`src/rtl/core/bfiq_pkg.sv`:
```
// Shared types and constants for the bloom filter insert/query core.
package bfiq_pkg;

  localparam int FB_W = 17;
  localparam int PC_W = 5;
  localparam int MAX_FILTER_BITS_DEF = 65536;
  localparam int MAX_PROBES_DEF = 16;
  localparam int DIV_STEPS = 64;
  localparam int DIV_CNT_W = 6;

  localparam logic [63:0] WIDE_BASIS = 64'hcbf29ce484222325;
  localparam logic [31:0] NARROW_BASIS = 32'h811c9dc5;
  localparam logic [63:0] ZERO_STRIDE = 64'h9e3779b97f4a7c15;
  localparam logic [FB_W-1:0] FB_RESET = 17'd1024;
  localparam logic [PC_W-1:0] PC_RESET = 5'd7;

  localparam logic REG_FILTER_BITS = 1'b0;
  localparam logic REG_PROBE_COUNT = 1'b1;

  localparam logic [1:0] DIV_SRC_H1 = 2'd0;
  localparam logic [1:0] DIV_SRC_H2 = 2'd1;
  localparam logic [1:0] DIV_SRC_ONES = 2'd2;

  localparam logic [1:0] SAVE_NONE = 2'd0;
  localparam logic [1:0] SAVE_H1 = 2'd1;
  localparam logic [1:0] SAVE_H2 = 2'd2;
  localparam logic [1:0] SAVE_WR = 2'd3;

  typedef struct packed {
    logic       take;
    logic       clr;
    logic       div_load;
    logic [1:0] div_src;
    logic       div_step;
    logic [1:0] save_sel;
    logic       probe_init;
    logic       probe_rd;
    logic       probe_chk;
    logic       out_load;
  } cmd_t;

  typedef struct packed {
    logic clr_last;
    logic key_done;
    logic div_last;
    logic probe_last;
    logic out_free;
  } status_t;

endpackage

```
`src/rtl/core/bfiq_ctrl.sv`:
```
// Controller state machine for the bloom filter core.
module bfiq_ctrl (
  input  logic             clk,
  input  logic             rst,
  input  bfiq_pkg::status_t sts,
  output bfiq_pkg::cmd_t   cmd
);
  import bfiq_pkg::*;

  localparam logic [3:0] S_CLR  = 4'd0;
  localparam logic [3:0] S_IDLE = 4'd1;
  localparam logic [3:0] S_LD1  = 4'd2;
  localparam logic [3:0] S_DV1  = 4'd3;
  localparam logic [3:0] S_LD2  = 4'd4;
  localparam logic [3:0] S_DV2  = 4'd5;
  localparam logic [3:0] S_LD3  = 4'd6;
  localparam logic [3:0] S_DV3  = 4'd7;
  localparam logic [3:0] S_FIX  = 4'd8;
  localparam logic [3:0] S_PRD  = 4'd9;
  localparam logic [3:0] S_PCHK = 4'd10;
  localparam logic [3:0] S_FIN  = 4'd11;

  logic [3:0] state;
  logic [3:0] state_next;

  always_ff @(posedge clk) begin
    if (rst) begin
      state <= S_CLR;
    end else begin
      state <= state_next;
    end
  end

  always_comb begin
    cmd = '0;
    cmd.div_src = DIV_SRC_H1;
    cmd.save_sel = SAVE_NONE;
    state_next = state;
    case (state)
      S_CLR: begin
        cmd.clr = 1'b1;
        if (sts.clr_last) state_next = S_IDLE;
      end
      S_IDLE: begin
        cmd.take = 1'b1;
        if (sts.key_done) state_next = S_LD1;
      end
      S_LD1: begin
        cmd.div_load = 1'b1;
        cmd.div_src = DIV_SRC_H1;
        state_next = S_DV1;
      end
      S_DV1: begin
        cmd.div_step = 1'b1;
        if (sts.div_last) state_next = S_LD2;
      end
      S_LD2: begin
        cmd.div_load = 1'b1;
        cmd.div_src = DIV_SRC_H2;
        cmd.save_sel = SAVE_H1;
        state_next = S_DV2;
      end
      S_DV2: begin
        cmd.div_step = 1'b1;
        if (sts.div_last) state_next = S_LD3;
      end
      S_LD3: begin
        cmd.div_load = 1'b1;
        cmd.div_src = DIV_SRC_ONES;
        cmd.save_sel = SAVE_H2;
        state_next = S_DV3;
      end
      S_DV3: begin
        cmd.div_step = 1'b1;
        if (sts.div_last) state_next = S_FIX;
      end
      S_FIX: begin
        cmd.save_sel = SAVE_WR;
        cmd.probe_init = 1'b1;
        state_next = S_PRD;
      end
      S_PRD: begin
        cmd.probe_rd = 1'b1;
        state_next = S_PCHK;
      end
      S_PCHK: begin
        cmd.probe_chk = 1'b1;
        state_next = sts.probe_last ? S_FIN : S_PRD;
      end
      S_FIN: begin
        if (sts.out_free) begin
          cmd.out_load = 1'b1;
          state_next = S_IDLE;
        end
      end
      default: begin
        state_next = S_IDLE;
      end
    endcase
  end

endmodule

```
`config.mk`:
```
export PLATFORM = sky130hd
export DESIGN_NAME = bfiq_ctrl
export DESIGN_NICKNAME = d
export VERILOG_FILES = /design/src/rtl/core/bfiq_pkg.sv /design/src/rtl/core/bfiq_ctrl.sv
export SDC_FILE = /design/constraint.sdc
export NUM_CORES = 1
export LEC_CHECK = 0
export ABC_AREA = 1
export BUFFER_PORTS_ARGS = -buffer_cell sky130_fd_sc_hd__buf_4
export CAP_MARGIN = 30
export CELL_PAD_IN_SITES_DETAIL_PLACEMENT = 0
export CELL_PAD_IN_SITES_GLOBAL_PLACEMENT = 2
export CORE_MARGIN = 10
export CORE_UTILIZATION = 21
export CTS_CLUSTER_SIZE = 14
export DETAILED_ROUTE_END_ITERATION = 7
export MAX_ROUTING_LAYER = met4
export PLACE_DENSITY_LB_ADDON = 0.2
export SYNTH_ARGS = -nofsm -noshare
export SYNTH_HDL_FRONTEND = slang
export SYNTH_SLANG_ARGS = --single-unit
```
`constraint.sdc`:
```
create_clock -name clk -period 2.7 [get_ports clk]
set_input_delay 0.54 -clock clk [delete_from_list [all_inputs] [get_ports clk]]
set_output_delay 0.54 -clock clk [all_outputs]
set_load 0.03 [all_outputs]
```
# --- After elaboration in Yosys (flattened, before gate mapping) ---
# Index checks and enable logic that the tools add are counted.
op_classes:
  eq_ne: 17
  n_mux: 18
  n_reduce_logical: 3
ops:
  columns: ["op", "count"]
  rows:
  - ["$pmux W4 S12", 1]
  - ["$mux W4", 6]
  - ["$eq A4 B3 Y1 const B", 4]
  - ["$eq A4 B4 Y1 const B", 4]
  - ["$ne A2 B2 Y1 const B", 6]
  - ["$pmux W3 S3", 1]
  - ["$eq A4 B2 Y1 const B", 2]
  - ["$mux W1", 8]
  - ["$pmux W2 S3", 1]
  - ["$reduce_and A6 Y1", 1]
  - ["$eq A4 B1 Y1 const B", 1]
  - ["$logic_not A4 Y1", 1]
  - ["$reduce_or A3 Y1", 1]
  - ["$mux W2", 1]
word_totals:
  wordCells: 39
  regBits: 4
  in_bits: 7
  output_inout_bits: 12

# --- Longest topological paths before layout ---
depth:
  ltp_word: 3
  depth_mapped: 8
  ltp_nobuf: 8

# --- Least setup slack after synthesis ---
# No wires, ideal clock.
synth_timing:
  path_kind: "reg2out"
  from: "register state[3]"
  to: "output cmd[0] (netlist bit)"
  t_arrival_ns: 1.349
  stages_incl_launch_ff: 5
  setup_slack_ns: 0.811
  required_ns: 2.160
  path_buffers: 0
  path_cell_list: "dfxtp_1 inv_2 nor2_4 inv_1 nor3_1"
synth_rtl:
  columns: ["element", "line", "text"]
  rows:
  - ["start: declaration", "bfiq_ctrl.sv:23", "logic [3:0] state;"]
  - ["start signal: assignment", "bfiq_ctrl.sv:30", "state <= state_next;"]
  - ["end: declaration", "bfiq_ctrl.sv:6", "output bfiq_pkg::cmd_t cmd"]

==> flow_summary.ini <==
[timing]
worst_pin_slew_ps = 308
fin_skew_ps = 1.75
timing.final.ws_setup_ps = 781
setup_viol_count_final = 0
fmaxAchievable_mhz = 521
finalCriticalPeriod_ps = 1920
timing.final.hold_violations = 0
rsz0062_at_grt = false
fin_setup_tns_ps = 0
final.period_utilization_pct = 71.1
final-max-slew-violation-count = 0
slew_headroom_pct = 79.4

[placement]
place.gp.congestion = 0.777
port-buffer-count = 18
dp.final_hpwl_um = 1010
placed_cell_area_um2 = 562
detailedPlace.worstSlack_ps = 1010

[finish]
antenna-diode-count = 0
postLayoutCellArea_um2 = 584
final_layout_size_suffix_gt1_share_pct = 32.6
fill_cells = 230
flow.area_growth_from_synthesis_pct = 47.8
num-nets-final = 104
multi_input_comb_area_um2 = 255
top_regs = state: 4 flops
ff_latch_area_um2 = 80.1
largest_reg_flops = 4
max_flop_register = state

[yosys]
syn_area_per_cell_um2 = 5.34
post_synth_num_cell_types = 15
yosysWarningCount = 0
synth.ff_latch_count = 4
synth_fp_nets = 81
netlist_area_um2 = 395
synth.yosys.seq_area_share_pct = 20.3
netlist_instances = 74

[routing]
post-route-drc-count = 0
detailroute.via_count = 473
wl_per_cell_um = 9.78
vias_per_cell = 3.94
postRouteWirelength_um = 1170
drt_iter0_drc = 6
first_pass_iters = 4
detail-route-antenna-nets = 0

[global_routing]
via_count_of_the_first_global_routing_pass = 490
grtUsageTotal_pct = 6.48
gr-total-overflow = 0
global_route_wire_length_before_repair_um = 2130
grt_antenna_before_repair = 0
grt_start_max_net_pins = 8

[run]
max_cap_viol_count = 0

[die]
rows = 15
top_level_pins = 19
chipHeight_um = 63.4
initial_core_util_pct = 22.4
die-width_um = 63.4
die_area_mm2 = 0.00402
design.core.area_mm2 = 0.00176

[critical_path]
cp_max_fo = 7
timing.rr.end = state[3]
worstPathArrival_ps = 1380
r2r.worst_path.cells = 7
worst_path_class_setup = reg -> out
worst_ep_required_time_ps = 2160
worst_r2r_startpoint = state[3]
worst-r2r-setup-slack_ps = 1420
timing.critical_path.to_type = primary output
start_kind = register

[cts]
h_tree_depth = 1
cts_inserted_buffers = 3
root_buffer = sky130_fd_sc_hd__clkbuf_4
post-cts-setup-buffer-count = 0
tritoncts_clock_tree = built
post_cts_clock_slew_at_the_launch_and_capture_registers_of_the_worst_setup_and_hold_paths_ps = 40
hold_buffers = 0
cts_resized = 0
clock_latency_late_sink_ps = 230
cts.path.max_buffers = 2
cts_sink_count = 4

[worst_hold_path]
worstHoldStart = state[1]
timing.hold.worst_endpoint = state[1]
worstHoldPathCells = 2
min_path_type = reg -> reg

[power_and_ir_drop]
power-per-cell-area_mw_per_mm2 = 1360
leakage_uw = 0.000337
max-vdd-ir-drop_uv = 413
design_power_total_uw = 793

[status]
run_status = finished, final reports clean
==> synth_stat cells (all sizes together) <==
cell type | n | share of area [%]
nor2 | 21 | 25
nand2 | 17 | 17
inv | 16 | 15
nand3 | 6 | 7.6
dfxtp | 4 | 20
nor3 | 3 | 3.8
o21ai | 3 | 3.8
a21oi | 2 | 2.5
nand3b | 1 | 2.8
o22ai | 1 | 1.6
==> layout by cell type (no fill, tap or decap), types with 3 or more instances in the layout <==
cell type                  count
sky130_fd_sc_hd__buf_4        18
sky130_fd_sc_hd__nor2_1       17
sky130_fd_sc_hd__nand2_1      15
sky130_fd_sc_hd__inv_1        13
sky130_fd_sc_hd__nand3_1       6
sky130_fd_sc_hd__dfxtp_1       4
sky130_fd_sc_hd__inv_2         3
sky130_fd_sc_hd__nor3_1        3
sky130_fd_sc_hd__clkbuf_4      3
==> cell type report <==
type                            count  share of cell area (%)
Timing Repair Buffer               18                    23.1
Multi-Input combinational cell     54                    43.7
Sequential cell                     4                    13.7
Inverter                           16                    10.3
Tap cell                           25                    5.35
Clock buffer                        3                    3.85
==> logic make-up (layout without fill, tap and decap cells) <==
| group | after synthesis | count (layout) | synth area share (%) |
|---|---|---|---|
| AOI/OAI and AO/OA | 6 | 6 | 7.91 |
| and+or+nand+nor | 48 | 48 | 56.6 |
| DFF | 4 | 4 | 20.3 |
| buffers and inverters | 16 | 37 | 15.2 |
==> report_power, final <==
group / switching, uW / total (uW) / internal [uW]
sequential: 45.6 / 132 / 86.6
combinational: 391 / 591 / 200
clock: 20.5 / 69.9 / 49.4
total: 458 / 793 / 336
==> per-layer routing <==
metal	wire length (um)	vias to the layer above	GRT usage, %
met1	581	199	7.86
li1	-	267	-
met2	556	7	10.1
met5	0	-	-
met4	0	0	1.64
met3	37	0	2.12
==> how the worst max path moves through the flow <==
stage | depth (start not counted) | from | to
global route | 5 | state[3] | cmd[4]
floorplan | 4 | state[3] | cmd[0]
finish | 5 | state[3] | cmd[5]
detailed placement | 5 | state[3] | cmd[5]
CTS | 5 | state[3] | cmd[5]
global placement | 5 | state[3] | cmd[5]
==> stage by stage <==
| stage | hold WS (ps) | std cells | util (%) |
|---|---|---|---|
| final | 541 | 120 | 33.1 |
| after global routing | 594 | 120 | 33.1 |
| after CTS | 544 | 120 | 33.1 |
| after detailed placement | 539 | 117 | 31.8 |
| after global placement | 538 | 117 | 31.8 |
| after floorplan | 502 | 74 | - |
==> worst max-delay path: stages, from the launching register on <==
cell	delay [ps]
sky130_fd_sc_hd__dfxtp_1	490
sky130_fd_sc_hd__inv_2	80
sky130_fd_sc_hd__nor2_4	130
sky130_fd_sc_hd__inv_1	110
sky130_fd_sc_hd__o22ai_1	170
sky130_fd_sc_hd__buf_4	190
(Power assumes the default switching activity.)
